`src/sv/tss_pkg.sv`:
```
package tss_pkg;

  localparam int SLOT_W  = 3;
  localparam int VAL_W   = 16;
  localparam int ACNT_W  = 4;
  localparam int RES_MAX = 8;

  typedef enum logic [2:0] {
    OP_TICK       = 3'd0,
    OP_DISPATCH   = 3'd1,
    OP_SETUP_PER  = 3'd2,
    OP_SETUP_ONCE = 3'd3,
    OP_JOIN       = 3'd4,
    OP_DROP       = 3'd5,
    OP_SET_CD     = 3'd6,
    OP_SET_RL     = 3'd7
  } op_t;

  typedef struct packed {
    op_t  op;
    logic load;
    logic scan_clr;
    logic apply;
    logic rd_scan;
    logic rd_tgt;
    logic tick_step;
    logic disp_step;
    logic idx_inc;
    logic st_out;
  } tss_cmd_t;

  typedef struct packed {
    logic idx_last;
    logic disp_hit;
    logic disp_last;
    logic out_free;
  } tss_stat_t;

endpackage

```
`src/sv/tss_ctrl.sv`:
```
module tss_ctrl
  import tss_pkg::*;
(
  input  logic            clk,
  input  logic            rst_n,
  input  logic            in_valid,
  output logic            in_stall,
  input  logic [2:0]      in_cmd,
  input  tss_stat_t       stat,
  output tss_cmd_t        cmd
);

  typedef enum logic [2:0] {
    S_IDLE,
    S_APPLY,
    S_RD,
    S_EX,
    S_ST_RD,
    S_ST_OUT
  } state_t;

  state_t state_r, state_nxt;
  op_t    op_r;
  op_t    in_op;

  assign in_op    = op_t'(in_cmd);
  assign in_stall = (state_r != S_IDLE);

  always_comb begin
    cmd       = '0;
    cmd.op    = op_r;
    state_nxt = state_r;
    case (state_r)
      S_IDLE: begin
        if (in_valid) begin
          cmd.load     = 1'b1;
          cmd.scan_clr = 1'b1;
          if (in_op == OP_TICK || in_op == OP_DISPATCH) begin
            state_nxt = S_RD;
          end else begin
            state_nxt = S_APPLY;
          end
        end
      end
      S_APPLY: begin
        cmd.apply = 1'b1;
        state_nxt = S_ST_RD;
      end
      S_RD: begin
        cmd.rd_scan = 1'b1;
        state_nxt   = S_EX;
      end
      S_EX: begin
        if (op_r == OP_TICK) begin
          cmd.tick_step = 1'b1;
          if (stat.idx_last) begin
            state_nxt = S_ST_RD;
          end else begin
            cmd.idx_inc = 1'b1;
            state_nxt   = S_RD;
          end
        end else if (stat.disp_hit) begin
          if (stat.out_free) begin
            cmd.disp_step = 1'b1;
            if (stat.disp_last || stat.idx_last) begin
              state_nxt = S_IDLE;
            end else begin
              cmd.idx_inc = 1'b1;
              state_nxt   = S_RD;
            end
          end
        end else if (stat.idx_last) begin
          state_nxt = S_ST_RD;
        end else begin
          cmd.idx_inc = 1'b1;
          state_nxt   = S_RD;
        end
      end
      S_ST_RD: begin
        cmd.rd_tgt = 1'b1;
        state_nxt  = S_ST_OUT;
      end
      S_ST_OUT: begin
        if (stat.out_free) begin
          cmd.st_out = 1'b1;
          state_nxt  = S_IDLE;
        end
      end
      default: begin
        state_nxt = S_IDLE;
      end
    endcase
  end

  always_ff @(posedge clk) begin
    if (!rst_n) begin
      state_r <= S_IDLE;
      op_r    <= OP_TICK;
    end else begin
      state_r <= state_nxt;
      if (cmd.load) begin
        op_r <= in_op;
      end
    end
  end

endmodule

```
`src/sv/tss_dp.sv`:
```
module tss_dp
  import tss_pkg::*;
#(
  parameter int NUM_SLOTS   = 8,
  parameter int COUNT_WIDTH = 16
) (
  input  logic              clk,
  input  logic              rst_n,
  input  tss_cmd_t          cmd,
  output tss_stat_t         stat,
  input  logic [SLOT_W-1:0] in_slot,
  input  logic              in_use_current,
  input  logic [VAL_W-1:0]  in_value,
  output logic              out_valid,
  input  logic              out_stall,
  output logic [SLOT_W-1:0] out_slot,
  output logic              out_dispatched,
  output logic              out_last,
  output logic              out_slot_active,
  output logic [VAL_W-1:0]  out_slot_countdown,
  output logic [VAL_W-1:0]  out_slot_reload,
  output logic [ACNT_W-1:0] out_active_count
);

  localparam int IDX_W = (NUM_SLOTS > 1) ? $clog2(NUM_SLOTS) : 1;
  localparam int CNT_W = $clog2(NUM_SLOTS + 1);

  logic [COUNT_WIDTH-1:0] cd_mem [NUM_SLOTS];
  logic [COUNT_WIDTH-1:0] rl_mem [NUM_SLOTS];
  logic [NUM_SLOTS-1:0]   cd_ok_r, rl_ok_r;
  logic [COUNT_WIDTH-1:0] cd_q_r, rl_q_r;
  logic                   cd_qv_r, rl_qv_r;

  logic [NUM_SLOTS-1:0]   act_r, pend_r, once_r;
  logic [CNT_W-1:0]       cnt_r;
  logic [SLOT_W-1:0]      cur_r;
  logic [IDX_W-1:0]       idx_r;
  logic [2:0]             n_r;
  logic [SLOT_W-1:0]      tgt_r;
  logic [COUNT_WIDTH-1:0] val_r;
  logic                   ok_r;

  logic                   ov_r;
  logic [SLOT_W-1:0]      oslot_r;
  logic                   odisp_r, olast_r, oact_r;
  logic [VAL_W-1:0]       ocd_r, orl_r;
  logic [ACNT_W-1:0]      ocnt_r;

  logic [SLOT_W-1:0]            tgt_sel;
  logic [VAL_W+COUNT_WIDTH-1:0] val_ext;
  logic [IDX_W-1:0]             tgt_idx;
  logic [IDX_W+SLOT_W-1:0]      idx_ext;
  logic [SLOT_W-1:0]            idx_slot;
  logic [COUNT_WIDTH-1:0]       cd_rd, rl_rd;
  logic [VAL_W+COUNT_WIDTH-1:0] cd_ext, rl_ext;
  logic [CNT_W+ACNT_W-1:0]      cnt_ext, cnt_disp_ext;
  logic [CNT_W-1:0]             cnt_disp;
  logic [NUM_SLOTS-1:0]         hits, above;
  logic                         once_i, tick_live, tick_wrap;
  logic                         rd_en;
  logic [IDX_W-1:0]             rd_addr;
  logic                         cd_we, rl_we;
  logic [IDX_W-1:0]             cd_wa, rl_wa;
  logic [COUNT_WIDTH-1:0]       cd_wd, rl_wd;
  logic                         setup_op;

  assign tgt_sel  = in_use_current ? cur_r : in_slot;
  assign val_ext  = (VAL_W + COUNT_WIDTH)'(in_value);
  assign tgt_idx  = IDX_W'(tgt_r);
  assign idx_ext  = (IDX_W + SLOT_W)'(idx_r);
  assign idx_slot = idx_ext[SLOT_W-1:0];

  assign cd_rd    = cd_qv_r ? cd_q_r : '0;
  assign rl_rd    = rl_qv_r ? rl_q_r : '0;
  assign cd_ext   = (VAL_W + COUNT_WIDTH)'(cd_rd);
  assign rl_ext   = (VAL_W + COUNT_WIDTH)'(rl_rd);

  assign once_i       = once_r[idx_r];
  assign cnt_disp     = cnt_r - CNT_W'(once_i);
  assign cnt_ext      = (CNT_W + ACNT_W)'(cnt_r);
  assign cnt_disp_ext = (CNT_W + ACNT_W)'(cnt_disp);

  assign tick_live = act_r[idx_r] && (cd_rd != '0);
  assign tick_wrap = tick_live && (cd_rd == COUNT_WIDTH'(1));
  assign setup_op  = (cmd.op == OP_SETUP_PER) || (cmd.op == OP_SETUP_ONCE);

  assign hits = act_r & pend_r;
  always_comb begin
    for (int i = 0; i < NUM_SLOTS; i++) begin
      above[i] = (i > int'(idx_r));
    end
  end

  assign stat.idx_last  = (idx_r == IDX_W'(NUM_SLOTS - 1));
  assign stat.disp_hit  = hits[idx_r];
  assign stat.disp_last = (n_r == 3'(RES_MAX - 1)) || !(|(hits & above));
  assign stat.out_free  = !ov_r || !out_stall;

  // slot store ports
  assign rd_en   = cmd.rd_scan || cmd.rd_tgt;
  assign rd_addr = cmd.rd_scan ? idx_r : tgt_idx;

  always_comb begin
    cd_we = 1'b0;
    cd_wa = idx_r;
    cd_wd = tick_wrap ? rl_rd : (cd_rd - COUNT_WIDTH'(1));
    rl_we = 1'b0;
    rl_wa = tgt_idx;
    rl_wd = val_r;
    if (cmd.tick_step) begin
      cd_we = tick_live;
    end else if (cmd.apply && ok_r) begin
      cd_wa = tgt_idx;
      cd_wd = val_r;
      case (cmd.op)
        OP_SETUP_PER, OP_SETUP_ONCE: begin
          cd_we = 1'b1;
          rl_we = 1'b1;
        end
        OP_SET_CD: cd_we = 1'b1;
        OP_SET_RL: rl_we = 1'b1;
        default: ;
      endcase
    end
  end

  always_ff @(posedge clk) begin
    if (cd_we) begin
      cd_mem[cd_wa] <= cd_wd;
    end
    if (rl_we) begin
      rl_mem[rl_wa] <= rl_wd;
    end
    if (rd_en) begin
      cd_q_r  <= cd_mem[rd_addr];
      rl_q_r  <= rl_mem[rd_addr];
      cd_qv_r <= cd_ok_r[rd_addr];
      rl_qv_r <= rl_ok_r[rd_addr];
    end
  end

  always_ff @(posedge clk) begin
    if (cmd.load) begin
      tgt_r <= tgt_sel;
      ok_r  <= (32'(tgt_sel) < NUM_SLOTS);
      val_r <= val_ext[COUNT_WIDTH-1:0];
    end
  end

  always_ff @(posedge clk) begin
    if (!rst_n) begin
      cd_ok_r <= '0;
      rl_ok_r <= '0;
      act_r   <= '0;
      pend_r  <= '0;
      once_r  <= '0;
      cnt_r   <= '0;
      cur_r   <= '0;
      idx_r   <= '0;
      n_r     <= '0;
      ov_r    <= 1'b0;
    end else begin
      if (cd_we) begin
        cd_ok_r[cd_wa] <= 1'b1;
      end
      if (rl_we) begin
        rl_ok_r[rl_wa] <= 1'b1;
      end
      if (cmd.scan_clr) begin
        idx_r <= '0;
        n_r   <= '0;
      end else if (cmd.idx_inc) begin
        idx_r <= idx_r + IDX_W'(1);
      end
      if (cmd.tick_step && tick_wrap) begin
        pend_r[idx_r] <= 1'b1;
      end
      if (cmd.disp_step) begin
        pend_r[idx_r] <= 1'b0;
        cur_r         <= idx_slot;
        n_r           <= n_r + 3'd1;
        if (once_i) begin
          act_r[idx_r] <= 1'b0;
          cnt_r        <= cnt_disp;
        end
      end
      if (cmd.apply && ok_r) begin
        case (cmd.op)
          OP_SETUP_PER, OP_SETUP_ONCE, OP_DROP: begin
            if (act_r[tgt_idx]) begin
              act_r[tgt_idx] <= 1'b0;
              cnt_r          <= cnt_r - CNT_W'(1);
            end
            if (setup_op) begin
              pend_r[tgt_idx] <= 1'b0;
              once_r[tgt_idx] <= (cmd.op == OP_SETUP_ONCE);
            end
          end
          OP_JOIN: begin
            if (!act_r[tgt_idx]) begin
              act_r[tgt_idx] <= 1'b1;
              cnt_r          <= cnt_r + CNT_W'(1);
            end
          end
          default: ;
        endcase
      end
      if (cmd.disp_step || cmd.st_out) begin
        ov_r <= 1'b1;
      end else if (!out_stall) begin
        ov_r <= 1'b0;
      end
    end
  end

  always_ff @(posedge clk) begin
    if (cmd.disp_step) begin
      oslot_r <= idx_slot;
      odisp_r <= 1'b1;
      olast_r <= stat.disp_last;
      oact_r  <= !once_i;
      ocd_r   <= cd_ext[VAL_W-1:0];
      orl_r   <= rl_ext[VAL_W-1:0];
      ocnt_r  <= cnt_disp_ext[ACNT_W-1:0];
    end else if (cmd.st_out) begin
      oslot_r <= tgt_r;
      odisp_r <= 1'b0;
      olast_r <= 1'b1;
      oact_r  <= ok_r && act_r[tgt_idx];
      ocd_r   <= ok_r ? cd_ext[VAL_W-1:0] : '0;
      orl_r   <= ok_r ? rl_ext[VAL_W-1:0] : '0;
      ocnt_r  <= cnt_ext[ACNT_W-1:0];
    end
  end

  assign out_valid          = ov_r;
  assign out_slot           = oslot_r;
  assign out_dispatched     = odisp_r;
  assign out_last           = olast_r;
  assign out_slot_active    = oact_r;
  assign out_slot_countdown = ocd_r;
  assign out_slot_reload    = orl_r;
  assign out_active_count   = ocnt_r;

endmodule

```
`src/sv/time_slice_task_scheduler_top.sv`:
```
// channel  | ports                                              | direction
// in       | in_valid in_stall in_cmd in_slot in_use_current    | word in
//          | in_value                                           |
// out      | out_valid out_stall out_slot out_dispatched        | words out
//          | out_last out_slot_active out_slot_countdown        |
//          | out_slot_reload out_active_count                   |
//
// Tick and dispatch walk the slots through the single read port of the slot
// store, a read state and an execute state per slot, and output stalls can
// hold the walk; a dispatch that finds work ends at its last dispatched slot.
// Set-up, join, drop and set go through apply, read and output states.
// One word is in hand at a time; in_stall is high until its last result is
// in the output register. Synchronous active-low reset clears all slots.
module time_slice_task_scheduler_top
  import tss_pkg::*;
#(
  parameter int NUM_SLOTS   = 8,
  parameter int COUNT_WIDTH = 16
) (
  input  logic              clk,
  input  logic              rst_n,
  input  logic              in_valid,
  output logic              in_stall,
  input  logic [2:0]        in_cmd,
  input  logic [SLOT_W-1:0] in_slot,
  input  logic              in_use_current,
  input  logic [VAL_W-1:0]  in_value,
  output logic              out_valid,
  input  logic              out_stall,
  output logic [SLOT_W-1:0] out_slot,
  output logic              out_dispatched,
  output logic              out_last,
  output logic              out_slot_active,
  output logic [VAL_W-1:0]  out_slot_countdown,
  output logic [VAL_W-1:0]  out_slot_reload,
  output logic [ACNT_W-1:0] out_active_count
);

  tss_cmd_t  cmd;
  tss_stat_t stat;

  tss_ctrl u_ctrl (
    .clk      (clk),
    .rst_n    (rst_n),
    .in_valid (in_valid),
    .in_stall (in_stall),
    .in_cmd   (in_cmd),
    .stat     (stat),
    .cmd      (cmd)
  );

  tss_dp #(
    .NUM_SLOTS   (NUM_SLOTS),
    .COUNT_WIDTH (COUNT_WIDTH)
  ) u_dp (
    .clk                (clk),
    .rst_n              (rst_n),
    .cmd                (cmd),
    .stat               (stat),
    .in_slot            (in_slot),
    .in_use_current     (in_use_current),
    .in_value           (in_value),
    .out_valid          (out_valid),
    .out_stall          (out_stall),
    .out_slot           (out_slot),
    .out_dispatched     (out_dispatched),
    .out_last           (out_last),
    .out_slot_active    (out_slot_active),
    .out_slot_countdown (out_slot_countdown),
    .out_slot_reload    (out_slot_reload),
    .out_active_count   (out_active_count)
  );

endmodule

```
`config.mk`:
```
export PLATFORM = sky130hd
export DESIGN_NAME = time_slice_task_scheduler_top
export DESIGN_NICKNAME = d
export VERILOG_FILES = /design/src/sv/tss_pkg.sv /design/src/sv/tss_ctrl.sv /design/src/sv/tss_dp.sv /design/src/sv/time_slice_task_scheduler_top.sv
export SDC_FILE = /design/constraint.sdc
export NUM_CORES = 1
export LEC_CHECK = 0
export ABC_AREA = 1
export BUFFER_PORTS_ARGS = -buffer_cell sky130_fd_sc_hd__buf_2
export CAP_MARGIN = 20
export CORE_UTILIZATION = 45
export DETAILED_ROUTE_END_ITERATION = 6
export PLACE_DENSITY_LB_ADDON = 0.05
export SYNTH_ARGS = -nofsm -noshare
export SYNTH_HDL_FRONTEND = slang
export SYNTH_SLANG_ARGS = --single-unit
```
`constraint.sdc`:
```
create_clock -name clk -period 7.7 [get_ports clk]
set_input_delay 1.54 -clock clk [delete_from_list [all_inputs] [get_ports clk]]
set_output_delay 1.54 -clock clk [all_outputs]
set_load 0.005 [all_outputs]
```
**Word-level counts from Yosys, hierarchy flattened**

Memories as Yosys holds them, arrays and structs flattened. A register that Yosys moved wholly into a read port is not among the register bits.
Cells that the tools add are included.

- Add/subtract/negate cells: 6
- $lt $le $gt $ge: 14
- Equality and inequality tests: 19
- Mux-type cells: 99
- Bitwise operators: 13
- Reductions and logical operators: 31

Operator list:

| kind | number |
|---|---|
| 16-bit two-way mux | 9 |
| 8-bit two-way mux | 13 |
| 8-bit AND | 6 |
| 3-bit two-way mux | 15 |
| 1-bit two-way mux | 37 |
| 8-bit bitwise OR | 4 |
| 4-bit two-way mux | 7 |
| 3-bit equality test, second input constant | 8 |
| 1-bit binary-select mux with 3-bit select | 6 |
| 3-bit one-hot mux with 6 select lines | 1 |
| 16-bit by 1-bit equality test with 1-bit output, second input constant | 1 |
| 3-bit by 4-bit less-than comparator with 1-bit output, second input constant | 4 |
| 8-bit inverter | 2 |
| 8-bit one-hot mux with 2 select lines | 1 |
| 16-bit nonzero test | 1 |
| 16-bit by 1-bit subtractor with 16-bit output, second input constant | 1 |
| 3-bit by 2-bit equality test with 1-bit output, second input constant | 4 |
| 3-bit greater-than comparator, first input constant | 4 |
| 2-bit two-way mux | 5 |
| 1-bit demux with 3-bit select | 3 |
| 3-bit by 1-bit >= comparator with 1-bit output, second input constant | 3 |
| 3-bit logical NOT | 3 |
| 3-bit OR reduction | 3 |
| 8-bit bitwise mux | 1 |
| 20 further kinds | 40 |

- Flip-flop bits (word level): 123
- Memory bits (writable): 256
- Input port bits: 27
- Output and inout port bits: 44
- Memories: 2

Memory list:

| memory | words | bits a word | read ports | clocked after memory_dff | write ports | RTL line | text |
|---|---|---|---|---|---|---|---|
| u_dp.cd_mem | 8 | 16 | 1 | 1 | 1 | tss_dp.sv:28 | `logic [COUNT_WIDTH-1:0] cd_mem [NUM_SLOTS];` |
| u_dp.rl_mem | 8 | 16 | 1 | 1 | 1 | tss_dp.sv:29 | `logic [COUNT_WIDTH-1:0] rl_mem [NUM_SLOTS];` |

**Depth between registers and ports, before layout**

Gate-level depths: netlist of the first run.

- Word-level depth: 21
- Mapped depth: 21
- Depth with buffers taken out: 19

**Modules after synthesis**

Synthesis of the first run repeated with hierarchy kept, for this count alone.

- Cell total of the unflattened synthesis: 1651
- Area total of the unflattened synthesis: 17693.2 um^2

Modules (own cells, without submodules):

| module | times used | cells an instance | area an instance (um^2) | sequential area each (um^2) |
|---|---|---|---|---|
| tss_dp | 1 | 1580 | 17285.3 | 11611.1 |
| tss_ctrl | 1 | 71 | 407.9 | 120.1 |

**Least setup slack after synthesis of the first run**

No wires, ideal clock.

- Path kind: input -> register
- Start: input port out_stall
- End: register u_dp.ocnt_r[0], in the netlist u_dp.out_active_count[0] (enable)
- Data arrival time: 4.651 ns
- Setup slack: 2.551 ns
- Stages: 3
- Path buffers: 0
- Path through: nand2_1 -> inv_1 -> o21ai_0

- Word-level cells in the longest chain between the ends: 7
- Elaborated cells between the ends (all ways): 9

RTL lines:

| item | RTL line | text |
|---|---|---|
| start, declared | time_slice_task_scheduler_top.sv:29 | `input logic out_stall,` |
| 1-bit logical NOT (*) | tss_dp.sv:97 | `assign stat.out_free = !ov_r \|\| !out_stall;` |
| 1-bit logical OR (*) | tss_dp.sv:97 |  |
| 2-bit two-way mux | tss_ctrl.sv:63 | `if (stat.out_free) begin` |
| 1-bit two-way mux | tss_ctrl.sv:62 | `end else if (stat.disp_hit) begin` |
| 1-bit two-way mux | tss_ctrl.sv:54 | `if (op_r == OP_TICK) begin` |
| 3-bit two-way mux | tss_ctrl.sv:33 | `case (state_r)` |
| 2-bit nonzero test (no source line) (*) | - |  |
| end signal, assigned | tss_dp.sv:224 | `ocnt_r <= cnt_disp_ext[ACNT_W-1:0];` |
| end signal, assigned | tss_dp.sv:232 | `ocnt_r <= cnt_ext[ACNT_W-1:0];` |
| end, declared | tss_dp.sv:47 | `logic [ACNT_W-1:0] ocnt_r;` |

Mark *: on every way between the ends. The rest lies on a longest branch, timed or not.
A chain may end at the register's enable or synchronous reset.

**Worst setup path after layout of the first run**

- Start: register u_dp.idx_r[0]
- End: register u_dp.cd_q_r[15] (read register of u_dp.cd_mem) (data pin)

- Word-level cells in the longest chain between the ends: 1

RTL lines:

| item | RTL line | text |
|---|---|---|
| start, declared | tss_dp.sv:37 | `logic [IDX_W-1:0] idx_r;` |
| start signal, assigned | tss_dp.sv:173 | `idx_r <= idx_r + IDX_W'(1);` |
| 3-bit two-way mux | tss_dp.sv:101 | `assign rd_addr = cmd.rd_scan ? idx_r : tgt_idx;` |
| end, declared | tss_dp.sv:31 | `logic [COUNT_WIDTH-1:0] cd_q_r, rl_q_r;` |

No other way between the ends.

==> out/qor.txt, run 1 <==
VDD IR max -> 163.2 uV
Max Slew Vio Count -> 0
DRT Wirelength -> 46770 um
CP Data Required Time -> 7.98 ns
Port Buf Inserts -> 70
Register-to-register setup slack -> 3.80 ns
GRT overflow -> 0
Critical R2R Capture -> u_dp.cd_q_r[15]$_DFFE_PP_
Area delta synth->final -> 12.70%
Crit path max fanout -> 142
Crit end category -> register
Post-layout nets -> 1666
Setup TNS Final -> 0 ns
Routed vias -> 11910
TritonRoute pass-1 iters -> 6
Max-slew headroom -> 0.2928
Worst Slack Setup Final -> 3.805 ns
Clk buf depth -> 3
Routed Antenna Nets -> 0
Max frequency -> 0.2567 GHz
Die Wd -> 199.2 um
Reg2Reg Depth -> 9
Total CTS buffers -> 44
Static Leak -> 7.253 nW
Number of global-route vias before repair -> 11220
Critical Path AT -> 4.18 ns
Clock sink total -> 411
Number of synthesized register bits -> 411
Outcome -> finished, final reports clean
Post-synthesis instance area -> 0.01750 mm^2
Resized cells post-CTS -> 0
Yosys warns -> 0
Non-filler cells in the finished layout -> 2173
Num rows -> 71
Critical path class -> register to register
Final Cycle Share -> 0.5059
Register area -> 0.01173 mm^2
Mapped Cells -> 1570
Die footprint -> 0.03968 mm^2
WHS Endpoint -> u_dp.cd_ok_r[4]$_SDFFE_PN0N_
Critical R2R Launch -> u_dp.idx_r[0]$_SDFFE_PP0P_
Syn_nets -> 1608
Yosys cell types -> 40
Setup Skew -> 0.02048 ns
Dpl hpwl -> 28530 um
Root Buffer -> clkbuf_16
Final setup fails -> 0
Cts hold-fix bufs -> 0
Final Wtd Congestion -> 0.9457
Fraction of layout instances using a drive strength above 1 -> 0.1300
CTS tree -> done
Power Dens Cells -> 319.9 mW/mm^2
Initial antenna violation count -> 0
First-pass GRT wire length -> 69410 um
Period minus WS final -> 3.895 ns
Max-Cap Viols -> 0
H-tree depth -> 2
Core region area -> 0.03793 mm^2
Diode count -> 0
Hold path cells -> 2
Setup bufs post-CTS -> 0
Multi-input gate area -> 0.004962 mm^2
Final hold violations -> 0
I/O pin total -> 71
Setup Slack @ Placement -> 3.913 ns
HP Class -> register to register
Residual DRC -> 0
Slew @ Worst Pin -> 1.061 ns
Initial core utilization -> 0.4613
Clock-pin transition on the worst setup and hold timing paths -> 0.06 ns
Final Power -> 6.308 mW
Seq/Total Area, Yosys -> 0.6704
Largest net degree at the start of global routing -> 143
WL/cell -> 21.52 um
Height of the die -> 199.2 um
Mean Syn Cell Area -> 11.15 um^2
Placed cell count -> 2093
Clock latency on the worst-skew pair -> 0.59 ns
RSZ-0062 raised after global routing -> false
Hold Path Origin -> u_dp.cd_ok_r[4]$_SDFFE_PN0N_
Fill count -> 3393
DR vias/cell -> 5.480
Startpoint type of the worst setup path -> register
Total track usage -> 0.2399
DRT iter0 DRCs -> 815
Post-layout util -> 0.5199
[worst max path at each step]
stage	startpoint	to	cells past startpoint
after floorplan	out_stall	u_dp.out_active_count[0]$_DFFE_PP_	3
after global placement	out_stall	u_dp.out_slot_reload[12]$_DFFE_PP_	7
after detailed placement	u_dp.idx_r[0]$_SDFFE_PP0P_	u_dp.rl_q_r[15]$_DFFE_PP_	9
after CTS	u_dp.idx_r[0]$_SDFFE_PP0P_	u_dp.rl_q_r[6]$_DFFE_PP_	9
after global routing	u_dp.idx_r[0]$_SDFFE_PP0P_	u_dp.cd_q_r[15]$_DFFE_PP_	9
final	u_dp.idx_r[0]$_SDFFE_PP0P_	u_dp.cd_q_r[15]$_DFFE_PP_	9
[where the power goes]
| group | internal (mW) | total, mW | switching [mW] | leakage [nW] |
|---|---|---|---|---|
| registers | 2.78 | 2.90 | 0.124 | 3.67 |
| logic | 0.364 | 1.36 | 0.998 | 2.91 |
| clock network | 1.17 | 2.04 | 0.874 | 0.674 |
| total | 4.31 | 6.31 | 2.00 | 7.25 |
[cells by family after synthesis]
group           Yosys count  share of synthesized area
fa+ha+maj                11                   0.007865
mux                       3                   0.001931
compound gates          414                     0.1394
simple gates            505                     0.1219
xor+xnor                 17                   0.008509
buf+inv                 209                    0.04991
flops                   411                     0.6704
[layout make-up]
class | count | area share
Inverter | 132 | 0.02519
Multi-Input combinational cell | 950 | 0.2516
Clock inverter | 20 | 0.008756
Timing Repair Buffer | 89 | 0.02563
Sequential cell | 411 | 0.5949
Tap cell | 511 | 0.03242
Clock buffer | 60 | 0.06148
[worst max-delay path, cell delays in order (launching register included)]
cell	delay, ns
dfxtp_1	0.70
inv_2	0.25
o21ai_4	0.22
buf_12	0.42
clkinv_2	0.59
buf_4	0.57
o21ai_0	0.31
o22ai_1	0.10
nor2_1	0.09
a31oi_1	0.05
[synth_stat cells (all sizes together)]
cell    count  area, um^2
nand4      12       81.33
edfxtp    350       10510
o211ai     19       156.4
mux2        3       33.78
a31oi      40       250.2
xnor2       4       35.03
clkbuf     44       165.2
nand2     237       944.7
ha         11       137.6
buf        33       212.7
o22ai      40       250.2
a211oi      1       7.510
o21bai     66       495.5
xor2       13       113.9
dfxtp      61        1221
nor3       15       101.4
nand3      47       255.3
a21oi      49       245.2
nand2b      1       6.260
a21boi      4       41.29
nor2      193       744.5
a31o        1       8.760
o21ai     193       977.2
o21a        1       7.510
inv       132       495.5
[metrics by stage]
| stage | cell area (um^2) | hold WS (ns) |
|---|---|---|
| 5_1_grt | 19720 | 0.4602 |
| 2_1_floorplan | 17500 | 0.4241 |
| 4_1_cts | 19720 | 0.4492 |
| 3_5_place_dp | 18340 | 0.4398 |
| 6_report | 19720 | 0.4495 |
| 3_3_place_gp | 18340 | 0.4340 |
[flip-flops by register name, indices dropped and copies added, names as in the netlist, 16 cells and up]
| signal | cells |
|---|---|
| u_dp.cd_mem | 128 |
| u_dp.cd_q_r | 16 |
| u_dp.out_slot_countdown | 16 |
| u_dp.out_slot_reload | 16 |
| u_dp.rl_mem | 128 |
| u_dp.rl_q_r | 16 |
| u_dp.rl_wd | 16 |
[layer usage]
layer / wire [um] / GRT usage / part of all wire
met3: 2342 / 0.03899 / 0.050
met1: 20860 / 0.3242 / 0.45
met4: 1411 / 0.08405 / 0.030
met2: 22160 / 0.3917 / 0.47
met5: 0 / 0 / 0
[layout by cell type, fill, tap and decap left out, drive strengths merged, types with 19 or more instances in the layout]
cell	instances
dfxtp	61
a21oi	49
nand3	47
inv	131
o211ai	19
o21ai	193
o21bai	66
edfxtp	350
clkbuf	60
buf	89
nor2	193
clkinv	19
a31oi	40
o22ai	40
nand2	237
No activity file was read; power rests on OpenSTA's default activity.
==> run 2: changes to the inputs <==
==> constraint.sdc (replaced) <==
create_clock -name clk -period 3.15 [get_ports clk]
set_input_delay 0.63 -clock clk [delete_from_list [all_inputs] [get_ports clk]]
set_output_delay 0.63 -clock clk [all_outputs]
set_load 0.005 [all_outputs]
==> out/qor.txt, run 2 (synthesized netlist as in run 1, its figures left out) <==
Period minus WS final -> 2.889 ns (-1.006 ns)
Root Buffer -> clkbuf_16
Cts hold-fix bufs -> 0 (unchanged)
CTS tree -> done
Clock sink total -> 411 (unchanged)
Hold path cells -> 1 (-1)
DR vias/cell -> 5.465 (-0.26%)
Max-Cap Viols -> 0 (unchanged)
Non-filler cells in the finished layout -> 2203 (+1.4%)
Die Wd -> 199.2 um (unchanged)
Placed cell count -> 2119 (+1.2%)
First-pass GRT wire length -> 71000 um (+2.3%)
Setup Skew -> 0.01419 ns (-0.006283 ns)
Routed Antenna Nets -> 0 (unchanged)
Max-slew headroom -> 0.4147 (+0.1219)
Final Cycle Share -> 0.9172 (+0.4113)
HP Class -> input pin to register
Worst Slack Setup Final -> 0.2608 ns (-3.544 ns)
Max frequency -> 0.3461 GHz (+35%)
Initial core utilization -> 0.4613 (unchanged)
I/O pin total -> 71 (unchanged)
Startpoint type of the worst setup path -> register
Commonest non-fill, non-tap cell in the layout -> edfxtp_1
Core region area -> 0.03793 mm^2 (unchanged)
Final setup fails -> 0 (unchanged)
Height of the die -> 199.2 um (unchanged)
Fraction of layout instances using a drive strength above 1 -> 0.1436 (+0.01365)
Clock-pin transition on the worst setup and hold timing paths -> 0.06 ns (about the same)
DRT iter0 DRCs -> 839 (+2.9%)
Residual DRC -> 0 (unchanged)
Outcome -> finished, final reports clean
Critical Path AT -> 3.18 ns (-1.00 ns)
Dpl hpwl -> 29870 um (+4.7%)
TritonRoute pass-1 iters -> 5 (-1)
WL/cell -> 21.65 um (+0.59%)
Area delta synth->final -> 15.03%
Diode count -> 0 (unchanged)
VDD IR max -> 504.3 uV (+210%)
Final hold violations -> 0 (unchanged)
Clock latency on the worst-skew pair -> 0.58 ns (about the same)
Initial antenna violation count -> 0 (unchanged)
RSZ-0062 raised after global routing -> false
Largest net degree at the start of global routing -> 142 (-0.70%)
Final Wtd Congestion -> 0.9470 (+0.14%)
Num rows -> 71 (unchanged)
Routed vias -> 12040 (+1.1%)
GRT overflow -> 0 (unchanged)
Setup bufs post-CTS -> 0 (unchanged)
Resized cells post-CTS -> 0 (unchanged)
Post-layout nets -> 1693 (+1.6%)
Top flop regs -> u_dp.cd_mem (128), u_dp.rl_mem (128)
Crit path max fanout -> 11 (-92%)
H-tree depth -> 2 (unchanged)
Static Leak -> 7.443 nW (+2.6%)
Total track usage -> 0.2456 (+0.005668)
DRT Wirelength -> 47700 um (+2.0%)
Number of global-route vias before repair -> 11320 (+0.84%)
Reg2Reg Depth -> 9 (unchanged)
CP Data Required Time -> 3.44 ns (-4.54 ns)
Setup TNS Final -> 0 ns (unchanged)
Die footprint -> 0.03968 mm^2 (unchanged)
Max Slew Vio Count -> 0 (unchanged)
Total CTS buffers -> 45 (+2.3%)
Slew @ Worst Pin -> 0.8770 ns (-0.1837 ns)
Power Dens Cells -> 777.2 mW/mm^2 (+140%)
Crit end category -> register
Clk buf depth -> 3 (unchanged)
Most frequent cells in the layout -> edfxtp_1 (350), nand2_1 (220), nor2_1 (178), o21ai_0 (132), inv_1 (115)
Critical path class -> register to register
Port Buf Inserts -> 70 (unchanged)
Setup Slack @ Placement -> 0.3250 ns (-3.588 ns)
-- run 2: report_power, final --
part	total (mW)	internal [mW]	switching (mW)
clock network	5.10	2.93	2.16
registers	7.06	6.78	0.276
logic	3.49	0.995	2.49
total	15.6	10.7	4.93
-- run 2: final timing paths --
path / startpoint / to / slack [ns]
max: u_dp.cd_qv_r$_DFFE_PP_ / u_dp.cd_mem[6][1]$_DFFE_PP_ / 0.26
min: in_value[9] / u_dp.rl_wd[9]$_DFFE_PP_ / 0.22
max reg2reg: u_dp.cd_qv_r$_DFFE_PP_ / u_dp.cd_mem[6][1]$_DFFE_PP_ / 0.26
min reg2reg: u_dp.once_r[1]$_SDFFE_PN0P_ / u_dp.once_r[1]$_SDFFE_PN0P_ / 0.45
-- run 2: layout make-up --
type	instances	area [um^2]
clock buffer	64	1249
clock inverter	20	161.4
fill	3412	17800
inverter	132	496.7
multi-input combinational	950	4962
sequential	411	11730
tap	511	639.4
timing repair buffer	115	888.4
-- run 2: per-stage QoR --
step | power, mW | area [um^2] | utilization | hold WS (ns)
3_3_place_gp | 10.65 | 18720 | 0.4935 | 0.4374
4_1_cts | 15.77 | 20130 | 0.5306 | 0.1878
2_1_floorplan | 9.333 | 17500 | - | 0.4241
6_report | 15.64 | 20130 | 0.5306 | 0.2247
3_5_place_dp | 10.67 | 18720 | 0.4935 | 0.4449
5_1_grt | 16.34 | 20130 | 0.5306 | 0.1939
-- run 2: routing by layer --
| layer | global-route usage | routed length [um] | part of all wire |
|---|---|---|---|
| met1 | 0.3327 | 20980 | 0.44 |
| met2 | 0.3950 | 22400 | 0.47 |
| met3 | 0.03409 | 2518 | 0.053 |
| met4 | 0.1066 | 1791 | 0.038 |
| met5 | 0 | 0 | 0 |
-- run 2: worst max-delay path, stage by stage (launching register included) --
cell	delay, ns
edfxtp_1	0.56
buf_4	0.26
nand2_1	0.10
inv_1	0.11
nor3_2	0.18
nand3_2	0.15
nor3_4	0.30
buf_4	0.28
nand3_1	0.11
a31oi_1	0.55
==> run 3: changes to the inputs <==
--- a/config.mk
+++ b/config.mk
@@ -8,7 +8,8 @@
 export ABC_AREA = 1
 export BUFFER_PORTS_ARGS = -buffer_cell sky130_fd_sc_hd__buf_2
 export CAP_MARGIN = 20
-export CORE_UTILIZATION = 45
+export CORE_ASPECT_RATIO = 2
+export CORE_UTILIZATION = 56
 export DETAILED_ROUTE_END_ITERATION = 6
 export PLACE_DENSITY_LB_ADDON = 0.05
 export SYNTH_ARGS = -nofsm -noshare
==> out/qor.txt, run 3 (synthesized netlist as in run 1, its figures left out) <==
Outcome -> finished, final reports clean
H-tree depth -> 2 (unchanged)
Post-layout util -> 0.6420 (+0.1114)
Fraction of layout instances using a drive strength above 1 -> 0.1457 (+0.002043)
Area delta synth->final -> 12.80%
Critical path class -> register to register
Core region area -> 0.03074 mm^2 (-19%)
Critical Path AT -> 3.13 ns (-0.05 ns)
Design area -> 0.01974 mm^2 (-1.9%)
Register area -> 0.01173 mm^2 (unchanged)
Cts hold-fix bufs -> 0 (unchanged)
Initial antenna violation count -> 0 (unchanged)
Clk buf depth -> 3 (unchanged)
CTS tree -> done
Port Buf Inserts -> 70 (unchanged)
Clock latency on the worst-skew pair -> 0.54 ns (-0.04 ns)
Setup Skew -> 0.009935 ns (-0.004258 ns)
Startpoint type of the worst setup path -> register
Worst Slack Setup Final -> 0.2838 ns (+0.02300 ns)
DRT Wirelength -> 48650 um (+2.0%)
Diode count -> 0 (unchanged)
DRT iter0 DRCs -> 983 (+17%)
Total CTS buffers -> 37 (-18%)
Multi-input gate area -> 0.004957 mm^2 (-0.10%)
Root Buffer -> clkbuf_16
Largest net degree at the start of global routing -> 101 (-29%)
CP Data Required Time -> 3.41 ns (-0.03 ns)
Clock-pin transition on the worst setup and hold timing paths -> 0.07 ns (about the same)
Top flop regs -> u_dp.cd_mem (128), u_dp.rl_mem (128)
Setup Slack @ Placement -> 0.3473 ns (+0.02231 ns)
Resized cells post-CTS -> 0 (unchanged)
First-pass GRT wire length -> 71990 um (+1.4%)
Static Leak -> 7.368 nW (-1.0%)
Residual DRC -> 0 (unchanged)
Slew @ Worst Pin -> 0.8397 ns (-0.03738 ns)
Placed cell count -> 1989 (-6.1%)
Setup TNS Final -> 0 ns (unchanged)
HP Class -> input pin to register
VDD IR max -> 644.6 uV (+28%)
Crit end category -> register
RSZ-0062 raised after global routing -> false
DR vias/cell -> 5.980 (+9.4%)
Initial core utilization -> 0.5692 (+0.1079)
Post-layout nets -> 1694 (+0.059%)
I/O pin total -> 71 (unchanged)
TritonRoute pass-1 iters -> 5 (unchanged)
Num rows -> 91 (+28%)
Number of global-route vias before repair -> 12040 (+6.4%)
Routed Antenna Nets -> 0 (unchanged)
Final Cycle Share -> 0.9099 (-0.007303)
Max-Cap Viols -> 0 (unchanged)
Final setup fails -> 0 (unchanged)
Power Dens Cells -> 767.1 mW/mm^2 (-1.3%)
Max Slew Vio Count -> 0 (unchanged)
Post-Place Cell Area -> 0.01856 mm^2 (-0.86%)
GRT overflow -> 0 (unchanged)
Fill count -> 2390 (-30%)
Total track usage -> 0.3124 (+0.06688)
Hold WS -> 0.2665 ns (+0.04179 ns)
Max frequency -> 0.3489 GHz (+0.80%)
Max-slew headroom -> 0.4381 (+0.02344)
Height of the die -> 252.0 um (+27%)
Final Wtd Congestion -> 1.006 (+6.2%)
Final Power -> 15.14 mW (-3.2%)
Die footprint -> 0.03200 mm^2 (-19%)
Dpl hpwl -> 32180 um (+7.7%)
Period minus WS final -> 2.866 ns (-0.02300 ns)
Routed vias -> 12280 (+2.0%)
Most frequent cells in the layout -> edfxtp_1 (350), nand2_1 (220), nor2_1 (180), o21ai_0 (132), inv_1 (115)
Setup bufs post-CTS -> 0 (unchanged)
Final hold violations -> 0 (unchanged)
Non-filler cells in the finished layout -> 2054 (-6.8%)
Commonest non-fill, non-tap cell in the layout -> edfxtp_1
WL/cell -> 23.69 um (+9.4%)
Crit path max fanout -> 16 (+5)
Clock sink total -> 411 (unchanged)
Die Wd -> 127.0 um (-36%)
run 3: cell types whose count changed in the layout (fill, tap and decap cells not counted):
cell,change
clkbuf_1,-7
clkinv_2,+3
bufinv_16,+2
inv_16,-1
clkbuf_16,-9
nor2_2,-2
clkbuf_8,-1
clkinv_1,-7
buf_4,+13
clkinvlp_4,+1
buf_12,-4
nor2_1,+2
run 3: power breakdown:
group	leakage (nW)	internal, mW	switching, mW
Sequential	3.67	6.78	0.236
Clock	0.575	2.55	1.95
Combinational	3.12	1.01	2.62
run 3: worst paths after layout:
kind,start,end,slack (ns),depth (start not counted)
max reg2reg,u_dp.cd_qv_r$_DFFE_PP_,u_dp.cd_mem[2][1]$_DFFE_PP_,0.28,11
max,u_dp.cd_qv_r$_DFFE_PP_,u_dp.cd_mem[2][1]$_DFFE_PP_,0.28,11
min reg2reg,u_dp.pend_r[2]$_SDFF_PN0_,u_dp.pend_r[2]$_SDFF_PN0_,0.45,2
min,in_value[10],u_dp.rl_wd[10]$_DFFE_PP_,0.27,1
run 3: worst max-delay path, cell delays in order (launching register included):
cell and delay, ns:
edfxtp_1 0.40, buf_4 0.21, nand2_2 0.09, ha_1 0.18
nand2_1 0.12, nor2_1 0.23, inv_2 0.10, o211ai_4 0.28
inv_2 0.23, nand2_4 0.22, nand2_1 0.07, a31oi_1 0.43
run 3: area by class of cell:
class / count / area share
flip-flops and latches: 411 / 0.5944
inverters: 132 / 0.02517
repair buffers: 124 / 0.04590
well taps: 372 / 0.02358
multi-input cells: 950 / 0.2512
clock buffers: 47 / 0.04983
clock inverters: 18 / 0.01002
run 3: layer usage:
layer,up-vias,part of all wire,track usage
met2,453,0.54,0.5765
met4,0,0.068,0.2010
met1,5974,0.34,0.3283
li1,5714,-,-
met5,-,0,0
met3,141,0.053,0.04411
